### src/ohlc_pkg.sv
// ohlc_pkg: shared types and constants for the ohlc bar aggregator
// no dependencies
package ohlc_pkg;

  localparam int unsigned TS_W    = 48;
  localparam int unsigned PRICE_W = 32;
  localparam int unsigned VOL_W   = 48;
  localparam int unsigned CNT_W   = 32;
  localparam int unsigned IV_W    = 27;
  localparam int unsigned SYM_W   = 4;

  typedef enum logic [1:0] {
    OP_TICK  = 2'd0,
    OP_FLUSH = 2'd1,
    OP_CLEAR = 2'd2,
    OP_NONE  = 2'd3
  } op_t;

  typedef enum logic [2:0] {
    ST_IDLE,
    ST_DIV,
    ST_READ,
    ST_UPDATE,
    ST_FLUSH_RD,
    ST_FLUSH_EMIT
  } state_t;

  typedef struct packed {
    logic [TS_W-1:0]    bucket_ts;
    logic [TS_W-1:0]    last_ts;
    logic [PRICE_W-1:0] open;
    logic [PRICE_W-1:0] high;
    logic [PRICE_W-1:0] low;
    logic [PRICE_W-1:0] close;
    logic [VOL_W-1:0]   volume;
    logic [PRICE_W-1:0] bid;
    logic [PRICE_W-1:0] ask;
  } bar_t;

endpackage

### src/ohlc_div.sv
// ohlc_div: restoring divider, floors the timestamp to a multiple of the interval via the remainder, one bit a cycle
// depends on ohlc_pkg
module ohlc_div (
  input  logic                      clk,
  input  logic                      rst,
  input  logic                      start,
  input  logic [ohlc_pkg::TS_W-1:0] dividend,
  input  logic [ohlc_pkg::IV_W-1:0] divisor,
  output logic                      done,
  output logic [ohlc_pkg::TS_W-1:0] floor_val
);
  import ohlc_pkg::*;

  logic [TS_W-1:0]        num;
  logic [TS_W-1:0]        orig;
  logic [IV_W-1:0]        dv;
  logic [IV_W:0]          rem;
  logic [$clog2(TS_W):0]  cnt;
  logic                   run;
  logic [IV_W:0]          shifted;
  logic                   ge;

  assign shifted = {rem[IV_W-1:0], num[TS_W-1]};
  assign ge      = shifted >= {1'b0, dv};

  always_ff @(posedge clk) begin
    if (rst) begin
      run  <= 1'b0;
      done <= 1'b0;
      cnt  <= '0;
    end else begin
      done <= 1'b0;
      if (start) begin
        run  <= 1'b1;
        cnt  <= '0;
        num  <= dividend;
        orig <= dividend;
        dv   <= (divisor == '0) ? IV_W'(1) : divisor;
        rem  <= '0;
      end else if (run) begin
        num <= {num[TS_W-2:0], 1'b0};
        rem <= ge ? (shifted - {1'b0, dv}) : shifted;
        cnt <= cnt + 1'b1;
        if (cnt == ($clog2(TS_W)+1)'(TS_W-1)) begin
          run  <= 1'b0;
          done <= 1'b1;
        end
      end
    end
  end

  assign floor_val = orig - TS_W'(rem);
endmodule

### config.mk
export PLATFORM = sky130hd
export DESIGN_NAME = ohlc_div
export DESIGN_NICKNAME = d
export VERILOG_FILES = /design/src/ohlc_pkg.sv /design/src/ohlc_div.sv
export SDC_FILE = /design/constraint.sdc
export NUM_CORES = 1
export LEC_CHECK = 0
export ABC_AREA = 1
export BUFFER_PORTS_ARGS = -buffer_cell sky130_fd_sc_hd__buf_2
export CAP_MARGIN = 20
export CORE_MARGIN = 2
export CORE_UTILIZATION = 40
export DETAILED_ROUTE_END_ITERATION = 7
export GPL_ROUTABILITY_DRIVEN = 0
export PLACE_DENSITY = 0.55
export SLEW_MARGIN = 30
export SYNTH_ARGS = -nofsm -noshare
export SYNTH_HDL_FRONTEND = slang
export SYNTH_SLANG_ARGS = --single-unit
export TNS_END_PERCENT = 1
### constraint.sdc
create_clock -name clk -period 6.1 [get_ports clk]
set_input_delay 0.61 -clock clk [delete_from_list [all_inputs] [get_ports clk]]
set_output_delay 0.61 -clock clk [all_outputs]
set_load 0.05 [all_outputs]
After elaboration in Yosys (flattened, before gate mapping)
Cells that the tools add are included.
{"block": "op_classes", "n_addsub": 3, "n_lt_le_gt_ge": 1, "eq_ne": 1, "muxes": 8, "bitwise_logic": 2, "n_reduce_logical": 6}
{"op": "two-way mux 48 bit", "n": 2}
{"op": "two-way mux 28 bit", "n": 2}
{"op": "subtractor 48 x 28 -> 48 bit", "n": 1}
{"op": ">= comparator 28 x 27 -> 1 bit", "n": 1}
{"op": "subtractor 28 x 27 -> 28 bit", "n": 1}
{"op": "zero test 27 bit", "n": 1}
{"op": "adder 7 x 1 -> 7 bit (second input constant)", "n": 1}
{"op": "== test 7 x 6 -> 1 bit (second input constant)", "n": 1}
{"op": "two-way mux 1 bit", "n": 4}
{"op": "AND reduction 2 bit", "n": 2}
{"op": "OR reduction 3 bit", "n": 1}
{"op": "inverter 1 bit", "n": 2}
{"op": "nonzero test 2 bit", "n": 1}
{"op": "OR reduction 2 bit", "n": 1}
{"block": "word_totals", "regBits": 160, "output_inout_bits": 49}

Logic depth before layout (Yosys ltp)
Gate-level depths: netlist of run 1.
{"block": "depth", "depth_word": 4, "mapped_depth": 15, "mapped_depth_nobuf": 15}

Worst setup path before layout of run 1
No wires, ideal clock.
{"block": "synth_path", "kind": "input -> register", "from": "input port start", "to": "register num[0], enable pin", "arrival_time_ps": 4835, "path_slack_ps": 729, "path_stages": 4, "n_path_buf": 2, "path_cell_list": "clkbuf_1 inv_1 clkbuf_1 a21oi_1"}
{"block": "synth_between", "elab_chain_cells": 2}
{"element": "from (decl)", "line_no": "ohlc_div.sv:6", "rtl": "input logic start,"}
{"element": "nonzero test 2 bit (no line)"}
{"element": "AND reduction 2 bit (no line)"}
{"element": "to (signal assigned)", "line_no": "ohlc_div.sv:36", "rtl": "num <= dividend;"}
{"element": "to (signal assigned)", "line_no": "ohlc_div.sv:41", "rtl": "num <= {num[TS_W-2:0], 1'b0};"}
{"element": "to (decl)", "line_no": "ohlc_div.sv:14", "rtl": "logic [TS_W-1:0] num;"}
Every way passes these cells.
A chain may end at the register's enable or synchronous reset.

Worst setup path in the final report of run 1
{"block": "layout_path", "from": "register rem[0]", "to": "output port floor_val[30] (netlist bit)"}
{"block": "layout_between", "elab_chain_cells": 1}
{"element": "from (decl)", "line_no": "ohlc_div.sv:17", "rtl": "logic [IV_W:0] rem;"}
{"element": "from (signal assigned)", "line_no": "ohlc_div.sv:42", "rtl": "rem <= ge ? (shifted - {1'b0, dv}) : shifted;"}
{"element": "subtractor 48 x 28 -> 48 bit", "line_no": "ohlc_div.sv:52", "rtl": "assign floor_val = orig - TS_W'(rem);"}
{"element": "to (decl)", "line_no": "ohlc_div.sv:10", "rtl": "output logic [ohlc_pkg::TS_W-1:0] floor_val"}
Every way passes these cells.

==> summary.md, run 1 <==
| Metric | Value |
|---|---|
| Status | finished clean |
| Critical Path Sink Type | output pin |
| CTS max path bufs | 2 |
| Post-Syn Instances | 1536 |
| RSZ-0062 raised after global routing | no |
| Final Util | 46.5% |
| Hold Fails Final Rpt | 0 |
| H-Tree Depth | 4 |
| Avg WL per Cell | 15.6 um |
| PostCTS Resize Cnt | 0 |
| Pwr Total | 0.00376 W |
| Switching share of power | 40.5% |
| Setup tns final | 0 ns |
| Fraction of power consumed by sequential logic | a little over a third |
| Slew headroom | 44.8% |
| Starting Density | 40.9% |
| Sequential share of the synthesized area | 42.7% |
| Largest net degree at the start of global routing | 77 |
| Family with the most delay on the worst path | simple AND/OR/NAND/NOR gates |
| Area of the die | about 29000 sq um |
| Crit path top cell by count | nand2_1 |
| LEAKAGE | roughly 6.3 nW |
| Post-synth EDFFs | 151 |
| Die extent in y | 170 um |
| ANT cells | 0 |
| DRC | 0 |
| CP Buf/Inv Count | 1 |
| Fmax | 274 MHz |
| Syn nets | 1672 |
| Internal Power | 0.00224 W |
| DRT met1 WL | 15200 um |
| Clk root buf | clkbuf_16 |
| Worst EP required | 5.49 ns |
| Hold Path Class | in -> reg |
| Crit start category | register |
| Slowest cell on crit path | edfxtp_1 |
| Total gr overflow | 0 |
| Most frequent cells after synthesis | 567 x nand2_1, 245 x inv_1, 169 x nor2_1, 151 x edfxtp_1, 80 x nand3_1 |
| CTS Buf Count | 17 |
| Comb power frac | between 30% and 40% |
| Synth Warn # | 0 |
| Via count | 9772 |
| WHS | 0.356 ns |
| Postcts setup bufs | 0 |
| Antenna-violating nets left | 0 |
| Crit Path Category | reg -> out |
| Core area | 27000 sq um |
| Worst slew pin tran | between 0.8 and 0.9 ns |
| CTS tree | done |
| Initial antenna violation count | 0 |
| Rows | 60 |
| Worst skew pair latency | 0.44 ns |
| Ports | 127 |
| Vias in the first global route | 9371 |
| Clock Sinks | 160 |
| Pwr Density | 299 nW/um^2 |
| Vias per cell | 4.91 |
| Most frequent cell after synthesis | nand2_1 |
| Largest area contributor in the netlist | edfxtp_1 |
| Dpl hpwl | 24500 um |
| Met2 WL post-DR | 13500 um |
| Crit-path cells | ha_1, fa_1, nand3b_1, nand2_1, nand2_1, nand2_1, nand3_1, nand2_1, nand2_1, nand2_1, xor2_1, buf_2 |
| Tot GR Track Use | 22.2% |
| Clk_skew | 0.0127 ns |
| First-pass GRT wire length | 49200 um |
| # hold bufs at CTS | 0 |
| Overall routed net length | 31100 um |
| Synth Register Bits | 160 |
| Die width | 170 um |
| Number of detailed-route iterations in the first pass | 5 |
| Worst path arrival time | 3.05 ns |
| Port-buffer cells | approximately 130 |
| Psw | between 0.0015 and 0.002 W |
| Share of layout cells above drive strength 1 | 11.1% |
| Final setup violation count | 0 |
| Syn-to-layout area delta | 13.7% |
| Largest cells by area after synthesis | edfxtp_1 41%, nand2_1 19%, inv_1 8.3% |
| Ys async rst share | 0% |
| Max IR drop VDD | approximately 0.22 mV |
| Worst-path clk slew | 0.08 ns |
| Top Layer Used | met4 |
| Final worst path period share | 59.9% |
| Top FF cell, synth | edfxtp_1 |
| Iter 0 DRT Violations | between 700 and 800 |
| Largest stage delay on the critical path | 0.44 ns |
| Yosys top cell area share | roughly 41% |
| Mean Syn Cell Area | around 7.2 sq um |
| Max-slew violations | 0 |
| Unique masters post-synth | 35 |
| Fillers | approximately 2800 |
| Post-route minimum period | 3.66 ns |
| Final net count | 1774 |
| Mapped Area | about 11000 sq um |
| Detail Route met3 WL | 1850 um |
| MaxCap Viol Count | 0 |
| Clock share of power | between 20 and 30% |
| Crit path max fanout | 5 |
[sequential cells by signal (all words and copies together), names as in the netlist]
signal / flops
num: 48
dv: 27
rem: 28
orig: 48
run: 1
done: 1
cnt: 7
[kinds of logic (layout without fill, tap and decap cells)]
family / Yosys count / after routing / share of synthesized area [%]
buffers and inverters: 293 / 408 / 10.2
adder cells (fa/ha/maj): 58 / 58 / 6.70
flip-flops: 160 / 160 / 42.7
XOR/XNOR: 37 / 37 / 2.93
AND/OR/NAND/NOR: 885 / 885 / 32.7
AO/OA/AOI/OAI: 103 / 103 / 4.78
[layout by cell type, fill, tap and decap left out, types with 2 or more instances in the layout]
cell type | synthesis | layout
nand2_1 | 567 | 567
or2_2 | 2 | 2
nand3b_1 | 5 | 5
inv_8 | 0 | 3
nand2_2 | 5 | 5
a21o_1 | 2 | 2
o21ai_0 | 34 | 34
nor3_1 | 14 | 14
and2_1 | 4 | 4
buf_2 | 4 | 125
nor2_1 | 169 | 168
nand3_2 | 2 | 2
inv_6 | 0 | 3
inv_1 | 245 | 244
a21oi_1 | 57 | 56
clkinv_8 | 0 | 4
nor3b_1 | 2 | 2
inv_2 | 2 | 3
ha_1 | 56 | 56
dfxtp_1 | 9 | 9
clkinv_4 | 0 | 3
nor2_4 | 4 | 5
nand4_1 | 16 | 16
nor2_2 | 4 | 4
clkbuf_16 | 0 | 17
edfxtp_1 | 151 | 151
o21ai_1 | 6 | 6
nand3_1 | 80 | 80
xnor2_1 | 2 | 2
xor2_1 | 35 | 35
buf_4 | 0 | 3
nor4_1 | 9 | 9
fa_1 | 2 | 2
[per-stage QoR]
step	setup WS (ns)	instances	area, sq um
after CTS	2.42	1992	12600
after floorplan	0.729	1536	11100
after global placement	2.67	1960	12000
after global routing	2.21	1992	12600
final	2.44	1992	12600
after detailed placement	2.74	1960	12000
[worst paths after layout]
| kind | start | to | slack, ns | cells past startpoint |
|---|---|---|---|---|
| max | rem[0]$_SDFFCE_PP0P_ | floor_val[30] | 2.44 | 12 |
| min | dividend[38] | orig[38]$_DFFE_PP_ | 0.36 | 1 |
| max reg2reg | num[47]$_DFFE_PP_ | rem[22]$_SDFFCE_PP0P_ | 3.11 | 13 |
| min reg2reg | cnt[1]$_SDFFE_PP0P_ | cnt[1]$_SDFFE_PP0P_ | 0.49 | 2 |
[layout make-up]
class,count,area (sq um),area share (%)
multi-input cells,1083,5230,41.6
inverters,247,927,7.37
clock inverters,15,189,1.50
clock buffers,17,425,3.38
flip-flops and latches,160,4710,37.5
repair buffers,129,659,5.24
well taps,341,427,3.39
[metal layers]
layer / vias up / GRT usage (%)
met4: 0 / 5.50
met1: 4438 / 32.1
met5: - / 0
li1: 5033 / -
met3: 31 / 3.84
met2: 270 / 34.6
[power groups by stage]
stage | Combinational [W] | Sequential [W] | Clock [W]
after global placement | 0.00128 | 0.00138 | 0
after global routing | 0.00143 | 0.00136 | 0.00118
after detailed placement | 0.00129 | 0.00138 | 0
after CTS | 0.00129 | 0.00136 | 0.00113
after floorplan | 0.000956 | 0.00136 | 0
final | 0.00129 | 0.00135 | 0.00111
(Power assumes the default switching activity.)
==> run 2, diff against run 1 <==
--- a/config.mk
+++ b/config.mk
@@ -5,14 +5,14 @@
 export SDC_FILE = /design/constraint.sdc
 export NUM_CORES = 1
 export LEC_CHECK = 0
-export ABC_AREA = 1
+export ABC_AREA = 0
 export BUFFER_PORTS_ARGS = -buffer_cell sky130_fd_sc_hd__buf_2
 export CAP_MARGIN = 20
 export CORE_MARGIN = 2
 export CORE_UTILIZATION = 40
 export DETAILED_ROUTE_END_ITERATION = 7
 export GPL_ROUTABILITY_DRIVEN = 0
-export PLACE_DENSITY = 0.55
+export PLACE_DENSITY = 0.56
 export SLEW_MARGIN = 30
 export SYNTH_ARGS = -nofsm -noshare
 export SYNTH_HDL_FRONTEND = slang
==> constraint.sdc (replaced) <==
create_clock -name clk -period 3.6 [get_ports clk]
set_input_delay 0.36 -clock clk [delete_from_list [all_inputs] [get_ports clk]]
set_output_delay 0.36 -clock clk [all_outputs]
set_load 0.05 [all_outputs]
==> summary.md, run 2 <==
| Metric | Value |
|---|---|
| Fmax | 275 MHz |
| Ports | 127 (unchanged) |
| Max IR drop VDD | 0.311 mV (was 0.223 mV) |
| Port-buffer cells | 126 (unchanged) |
| Vias in the first global route | 6636 (was 9371) |
| Initial antenna violation count | 0 (unchanged) |
| Slowest cell on crit path | edfxtp_1 (unchanged) |
| Status | finished, violations left (was finished clean) |
| Post-Layout Cell Count | 1330 (was 1992) |
| Core area | 23500 sq um (was 27000 sq um) |
| Most frequent cells after synthesis | 151 x edfxtp_1, 75 x inv_1, 66 x nor2_1, 56 x ha_1, 52 x a21oi_1 (was 567 x nand2_1, 245 x inv_1, 169 x nor2_1, 151 x edfxtp_1, 80 x nand3_1) |
| Pre-CTS WS | 0.0314 ns (was 2.74 ns) |
| Syn nets | 1015 (was 1672) |
| Fillers | 2250 (was 2788) |
| Clk_skew | 0.0108 ns (was 0.0127 ns) |
| Crit path max fanout | 4 (was 5) |
| Iter 0 DRT Violations | 418 (was 785) |
| Largest net degree at the start of global routing | 77 (unchanged) |
| Pwr Density | 531 nW/um^2 (was 299 nW/um^2) |
| Top FF cell, synth | edfxtp_1 (unchanged) |
| Commonest non-fill, non-tap cell in the layout | edfxtp_1 (was nand2_1) |
| Dpl hpwl | 16400 um (was 24500 um) |
| Antenna-violating nets left | 0 (unchanged) |
| Largest stage delay on the critical path | 0.41 ns (was 0.44 ns) |
| Fin area | 11600 sq um (was 12600 sq um) |
| Worst EP required | 3.24 ns (was 5.49 ns) |
| Worst path arrival time | 3.28 ns (was 3.05 ns) |
| Max-slew violations | 0 (unchanged) |
| Crit start category | register (unchanged) |
| Vias per cell | 5.15 (was 4.91) |
| Worst slew pin tran | 0.826 ns (about the same) |
| CTS max path bufs | 2 (unchanged) |
| Sequential share of the synthesized area | 49.1% (was 42.7%) |
| Setup WS post-layout | -0.0410 ns (was 2.44 ns) |
| Failing checks | setup timing |
| Dpl cells | 1288 (was 1960) |
| Crit Path Category | reg -> out (unchanged) |
| Clock Sinks | 160 (unchanged) |
| Total gr overflow | 0 (unchanged) |
| Avg WL per Cell | 16.7 um (was 15.6 um) |
| Synth Register Bits | 160 (unchanged) |
| ANT cells | 0 (unchanged) |
| Final worst path period share | 101% |
| MaxCap Viol Count | 0 (unchanged) |
| Mapped Area | 9600 sq um (was 11100 sq um) |
| Area of the die | 25300 sq um (was 29000 sq um) |
| Post-synth EDFFs | 151 (unchanged) |
| Tot GR Track Use | 17.8% (was 22.2%) |
| CTS tree | done (unchanged) |
| Critical Path Sink Type | output pin (unchanged) |
| CTS Buf Count | 17 (unchanged) |
| LEAKAGE | 4.75 nW (was 6.28 nW) |
| First-pass GRT wire length | 35700 um (was 49200 um) |
| Unique masters post-synth | 67 (was 35) |
| Slew headroom | 44.4% (was 44.8%) |
| Clk root buf | clkbuf_16 (unchanged) |
| Commonest non-fill, non-tap cells in the layout | 151 x edfxtp_1, 102 x buf_2, 73 x inv_1, 62 x nor2_1, 50 x ha_1 (was 567 x nand2_1, 244 x inv_1, 168 x nor2_1, 151 x edfxtp_1, 125 x buf_2) |
| Worst-path clk slew | 0.07 ns (was 0.08 ns) |
| Yosys top cell area share | 47.2% (was 41.0%) |
| Starting Density | 40.8% (was 40.9%) |
| Final Util | 49.1% (was 46.5%) |
| Ys async rst share | 0% (unchanged) |
| Synth Warn # | 0 (unchanged) |
| H-Tree Depth | 4 (unchanged) |
| Largest cells by area after synthesis | edfxtp_1 47%, ha_1 7.3%, mux2_2 5.5% (was edfxtp_1 41%, nand2_1 19%, inv_1 8.3%) |
| Die extent in y | 159 um (was 170 um) |
| Die width | 159 um (was 170 um) |
| Crit-path cells | buf_4, inv_1, fa_2, nor2b_1, o21ai_2, a21oi_2, o31a_1, o211ai_1, a21oi_2, o221a_4, a211o_1, a211o_1, buf_6 (was ha_1, fa_1, nand3b_1, nand2_1, nand2_1, nand2_1, nand3_1, nand2_1, nand2_1, nand2_1, xor2_1, buf_2) |
| Mean Syn Cell Area | 10.9 sq um (was 7.20 sq um) |
| RSZ-0062 raised after global routing | yes (was no) |
| Post-Syn Instances | 879 (was 1536) |
| Overall routed net length | 22300 um (was 31100 um) |
| Final net count | 1134 (was 1774) |
| Share of layout cells above drive strength 1 | 27.4% (was 11.1%) |
| Area after DPL | 10600 sq um (was 12000 sq um) |
| Post-route minimum period | 3.64 ns |
| Most frequent cell after synthesis | edfxtp_1 (was nand2_1) |
| # hold bufs at CTS | 0 (unchanged) |
| Hold Fails Final Rpt | 0 (unchanged) |
| Syn-to-layout area delta | 20.4% (was 13.7%) |
| DRC | 0 (unchanged) |
| Hold Path Class | in -> reg (unchanged) |
| Largest area contributor in the netlist | edfxtp_1 (unchanged) |
| Via count | 6854 (was 9772) |
| Setup tns final | -0.0410 ns (was 0 ns) |
| Rows | 56 (was 60) |
| Worst skew pair latency | 0.43 ns (was 0.44 ns) |
| Biggest regs | num: 48 flops, orig: 48 flops, rem: 28 flops (unchanged) |
| Number of detailed-route iterations in the first pass | 4 (was 5) |
| Final setup violation count | 1 (was 0) |
-- run 2: changes by cell type after synthesis, sizes merged, moves of 14 or more --
cell	before	now
a21o	2	38
inv	247	75
mux2	0	48
mux2i	0	17
nand2	573	32
nand3	82	17
nor2	177	66
xnor2	2	43
xor2	35	21
-- run 2: final cells by class --
class	instances	area [sq um]	share of cell area, %
multi-input combinational	589	4600	39.8
sequential	160	4710	40.8
timing repair buffer	155	965	8.34
inverter	75	282	2.43
clock buffer	27	568	4.91
clock inverter	5	35.0	0.303
tap	319	399	3.45
-- run 2: worst paths after layout --
path                                           start              endpoint  slack (ns)  cells past startpoint
worst min-delay path                     dividend[3]     orig[3]$_DFFE_PP_        0.12                      1
worst max-delay path               orig[1]$_DFFE_PP_         floor_val[44]       -0.04                     13
worst max register to register  rem[1]$_SDFFCE_PP0P_  rem[7]$_SDFFCE_PP0P_        0.25                     12
worst min register to register   cnt[6]$_SDFFE_PP0P_   cnt[6]$_SDFFE_PP0P_        0.50                      2
-- run 2: critical path: cells and delay by family, from the launching register on --
family,cells,cell delay [ns]
compound gates,8,1.80
fa+ha+maj,1,0.21
buf+inv,3,0.40
flops,1,0.41
simple gates,1,0.05
-- run 2: through the flow --
stage	total power [W]	hold slack, ns
final	0.00614	0.122
after CTS	0.00615	0.102
after global routing	0.00646	0.101
after detailed placement	0.00424	0.489
after global placement	0.00423	0.475
after floorplan	0.00376	0.433
-- run 2: layer usage --
metal  part of all wire (%)  track usage [%]  wire, um
met5                      0                0         0
met4                    1.2             4.71       271
met3                    3.8             3.61       838
met2                     44             26.8      9890
met1                     51             26.2     11300
-- run 2: report_power, final --
part / internal (W) / switching (W)
logic: 0.000727 / 0.00129
registers: 0.00221 / 0.0000828
clock network: 0.00109 / 0.000744
total: 0.00402 / 0.00212
-- run 2: logic make-up after synthesis --
family	Yosys count	share of synthesized area, %
mux	65	7.44
xor+xnor	64	5.84
simple gates	208	10.9
buf+inv	130	5.29
flops	160	49.1
fa+ha+maj	58	7.72
compound gates	194	13.7
-- run 2: what timing repair did --
action,4_1_cts,5_1_grt
setup buffers,7,3
pin swaps,21,18
gates cloned,0,0
resized for setup,42,37
setup endpoints to repair,26,29
==> run 3, diff against run 2 <==
--- a/config.mk
+++ b/config.mk
@@ -12,6 +12,7 @@
 export CORE_UTILIZATION = 40
 export DETAILED_ROUTE_END_ITERATION = 7
 export GPL_ROUTABILITY_DRIVEN = 0
+export GPL_TIMING_DRIVEN = 0
 export PLACE_DENSITY = 0.56
 export SLEW_MARGIN = 30
 export SYNTH_ARGS = -nofsm -noshare
==> summary.md, run 3 (same netlist as run 2, synthesis figures left out) <==
| Metric | Value |
|---|---|
| Pre-CTS WS | -0.435 ns (was 0.0314 ns) |
| Setup tns final | 0 ns (was -0.0410 ns) |
| Post-route minimum period | 3.57 ns (was 3.64 ns) |
| Vias in the first global route | 6754 (was 6636) |
| Critical Path Sink Type | output pin (unchanged) |
| Initial antenna violation count | 0 (unchanged) |
| Avg WL per Cell | 16.3 um (was 16.7 um) |
| Starting Density | 40.8% (unchanged) |
| MaxCap Viol Count | 0 (unchanged) |
| Crit. path cell count | 12 (was 13) |
| Worst slew pin tran | 0.766 ns (was 0.826 ns) |
| Worst path arrival time | 3.21 ns (was 3.28 ns) |
| Crit path from | rem[8]$_SDFFCE_PP0P_ (was orig[1]$_DFFE_PP_) |
| Clk_skew | 0.00778 ns (was 0.0108 ns) |
| Clk root buf | clkbuf_16 (unchanged) |
| Top Layer Used | met4 (unchanged) |
| Crit Path Category | reg -> out (unchanged) |
| Rows | 56 (unchanged) |
| Dpl hpwl | 17600 um (was 16400 um) |
| Number of detailed-route iterations in the first pass | 4 (unchanged) |
| Commonest non-fill, non-tap cell in the layout | edfxtp_1 (unchanged) |
| CTS Buf Count | 17 (unchanged) |
| CTS tree | done (unchanged) |
| Crit path max fanout | 6 (was 4) |
| Die width | 159 um (unchanged) |
| Final net count | 1176 (was 1134) |
| Total gr overflow | 0 (unchanged) |
| Final Util | 49.7% (was 49.1%) |
| Crit start category | register (unchanged) |
| Slack of the worst reg-to-reg path | 0.23 ns (was 0.25 ns) |
| Family with the most delay on the worst path | compound AO/OA/AOI/OAI gates (unchanged) |
| Worst Hold Launch | dividend[30] (was dividend[3]) |
| LEAKAGE | 4.76 nW (was 4.75 nW) |
| Fmax | 280 MHz (was 275 MHz) |
| H-Tree Depth | 4 (unchanged) |
| Hold Path Class | in -> reg (unchanged) |
| WHS | 0.133 ns (was 0.122 ns) |
| Max IR drop VDD | 0.301 mV (was 0.311 mV) |
| Slew headroom | 48.9% (was 44.4%) |
| Clock Sinks | 160 (unchanged) |
| Syn-to-layout area delta | 21.9% (was 20.4%) |
| Biggest regs | num: 48 flops, orig: 48 flops, rem: 28 flops (unchanged) |
| Hold Fails Final Rpt | 0 (unchanged) |
| Commonest non-fill, non-tap cells in the layout | 151 x edfxtp_1, 103 x buf_2, 74 x inv_1, 62 x nor2_1, 50 x ha_1 (was 151 x edfxtp_1, 102 x buf_2, 73 x inv_1, 62 x nor2_1, 50 x ha_1) |
| Slowest cell on crit path | edfxtp_1 (unchanged) |
| Iter 0 DRT Violations | 334 (was 418) |
| Crit-path cells | inv_1, ha_2, a211o_1, a31oi_1, o21bai_1, a21o_1, o211a_1, o211ai_1, a21oi_2, nor3_2, xor2_1, buf_4 (was buf_4, inv_1, fa_2, nor2b_1, o21ai_2, a21oi_2, o31a_1, o211ai_1, a21oi_2, o221a_4, a211o_1, a211o_1, buf_6) |
| DRT met1 WL | 11100 um (was 11300 um) |
| Ports | 127 (unchanged) |
| Port-buffer cells | 125 (was 126) |
| DRC | 0 (unchanged) |
| Tot GR Track Use | 17.8% (about the same) |
| Pwr Density | 516 nW/um^2 (was 531 nW/um^2) |
| RSZ-0062 raised after global routing | yes (unchanged) |
| Antenna-violating nets left | 0 (unchanged) |
| # hold bufs at CTS | 0 (unchanged) |
| CTS max path bufs | 2 (unchanged) |
| First-pass GRT wire length | 35900 um (was 35700 um) |
| Met2 WL post-DR | 10300 um (was 9890 um) |
| Detail Route met3 WL | 806 um (was 838 um) |
| Max-slew violations | 0 (unchanged) |
| Reg-to-Reg Start | num[47]$_DFFE_PP_ (was rem[1]$_SDFFCE_PP0P_) |
| Die extent in y | 159 um (unchanged) |
| Worst skew pair latency | 0.41 ns (was 0.43 ns) |
| Core area | 23500 sq um (unchanged) |
| CP Buf/Inv Count | 2 (was 3) |
| Status | finished clean (was finished, violations left) |
| Final setup violation count | 0 (was 1) |
| Worst EP required | 3.24 ns (about the same) |
| Final worst path period share | 99.3% (was 101%) |
| Vias per cell | 5.04 (was 5.15) |
| Share of layout cells above drive strength 1 | 25.7% (was 27.4%) |
| Overall routed net length | 22400 um (was 22300 um) |
| Largest stage delay on the critical path | 0.41 ns (about the same) |
| ANT cells | 0 (unchanged) |
| CP endpoint | floor_val[45] (was floor_val[44]) |
| Crit Reg-Reg Endpoint | rem[26]$_SDFFCE_PP0P_ (was rem[7]$_SDFFCE_PP0P_) |
| Register-to-Register Path Depth | 13 (was 12) |
| Area of the die | 25300 sq um (unchanged) |
| Setup WS post-layout | 0.0259 ns (was -0.0410 ns) |
| Largest net degree at the start of global routing | 27 (was 77) |
| Worst-path clk slew | 0.07 ns (about the same) |
| Via count | 6918 (was 6854) |
## run 3: metal layers
| metal | track usage, % | up-vias |
|---|---|---|
| met2 | 29.1 | 160 |
| met4 | 3.47 | 0 |
| met1 | 25.3 | 3205 |
| li1 | - | 3541 |
| met3 | 2.77 | 12 |
| met5 | 0 | - |
## run 3: area by class of cell
class,instances,area (sq um)
multi-input combinational,589,4570
clock buffer,18,429
inverter,75,282
buffer,52,215
fill,2219,11800
tap,319,399
sequential,160,4710
clock inverter,14,136
timing repair buffer,145,961
## run 3: how the worst min path moves through the flow
stage | cells after the start | endpoint
finish | 1 | orig[30]$_DFFE_PP_
global route | 1 | orig[30]$_DFFE_PP_
CTS | 1 | orig[30]$_DFFE_PP_
detailed placement | 2 | cnt[6]$_SDFFE_PP0P_
global placement | 2 | cnt[6]$_SDFFE_PP0P_
floorplan | 1 | run$_SDFF_PP0_
## run 3: report_power, final
group / switching, W / internal (W)
registers: 0.0000796 / 0.00221
logic: 0.00130 / 0.000723
clock network: 0.000766 / 0.000964
total: 0.00215 / 0.00389
## run 3: repair_timing
action / 4_1_cts / 5_1_grt
cloned: 0 / 0
pin swaps: 16 / 16
resized for setup: 54 / 16
endpoints found under the setup margin: 29 / 55
setup buffers: 10 / 4
## run 3: stage by stage
step	power, W	area (sq um)	std cells
finish	0.00604	11700	1372
global route	0.00635	11700	1372
CTS	0.00607	11600	1371
detailed placement	0.00425	10800	1329
global placement	0.00423	10600	1323
floorplan	0.00376	9600	879
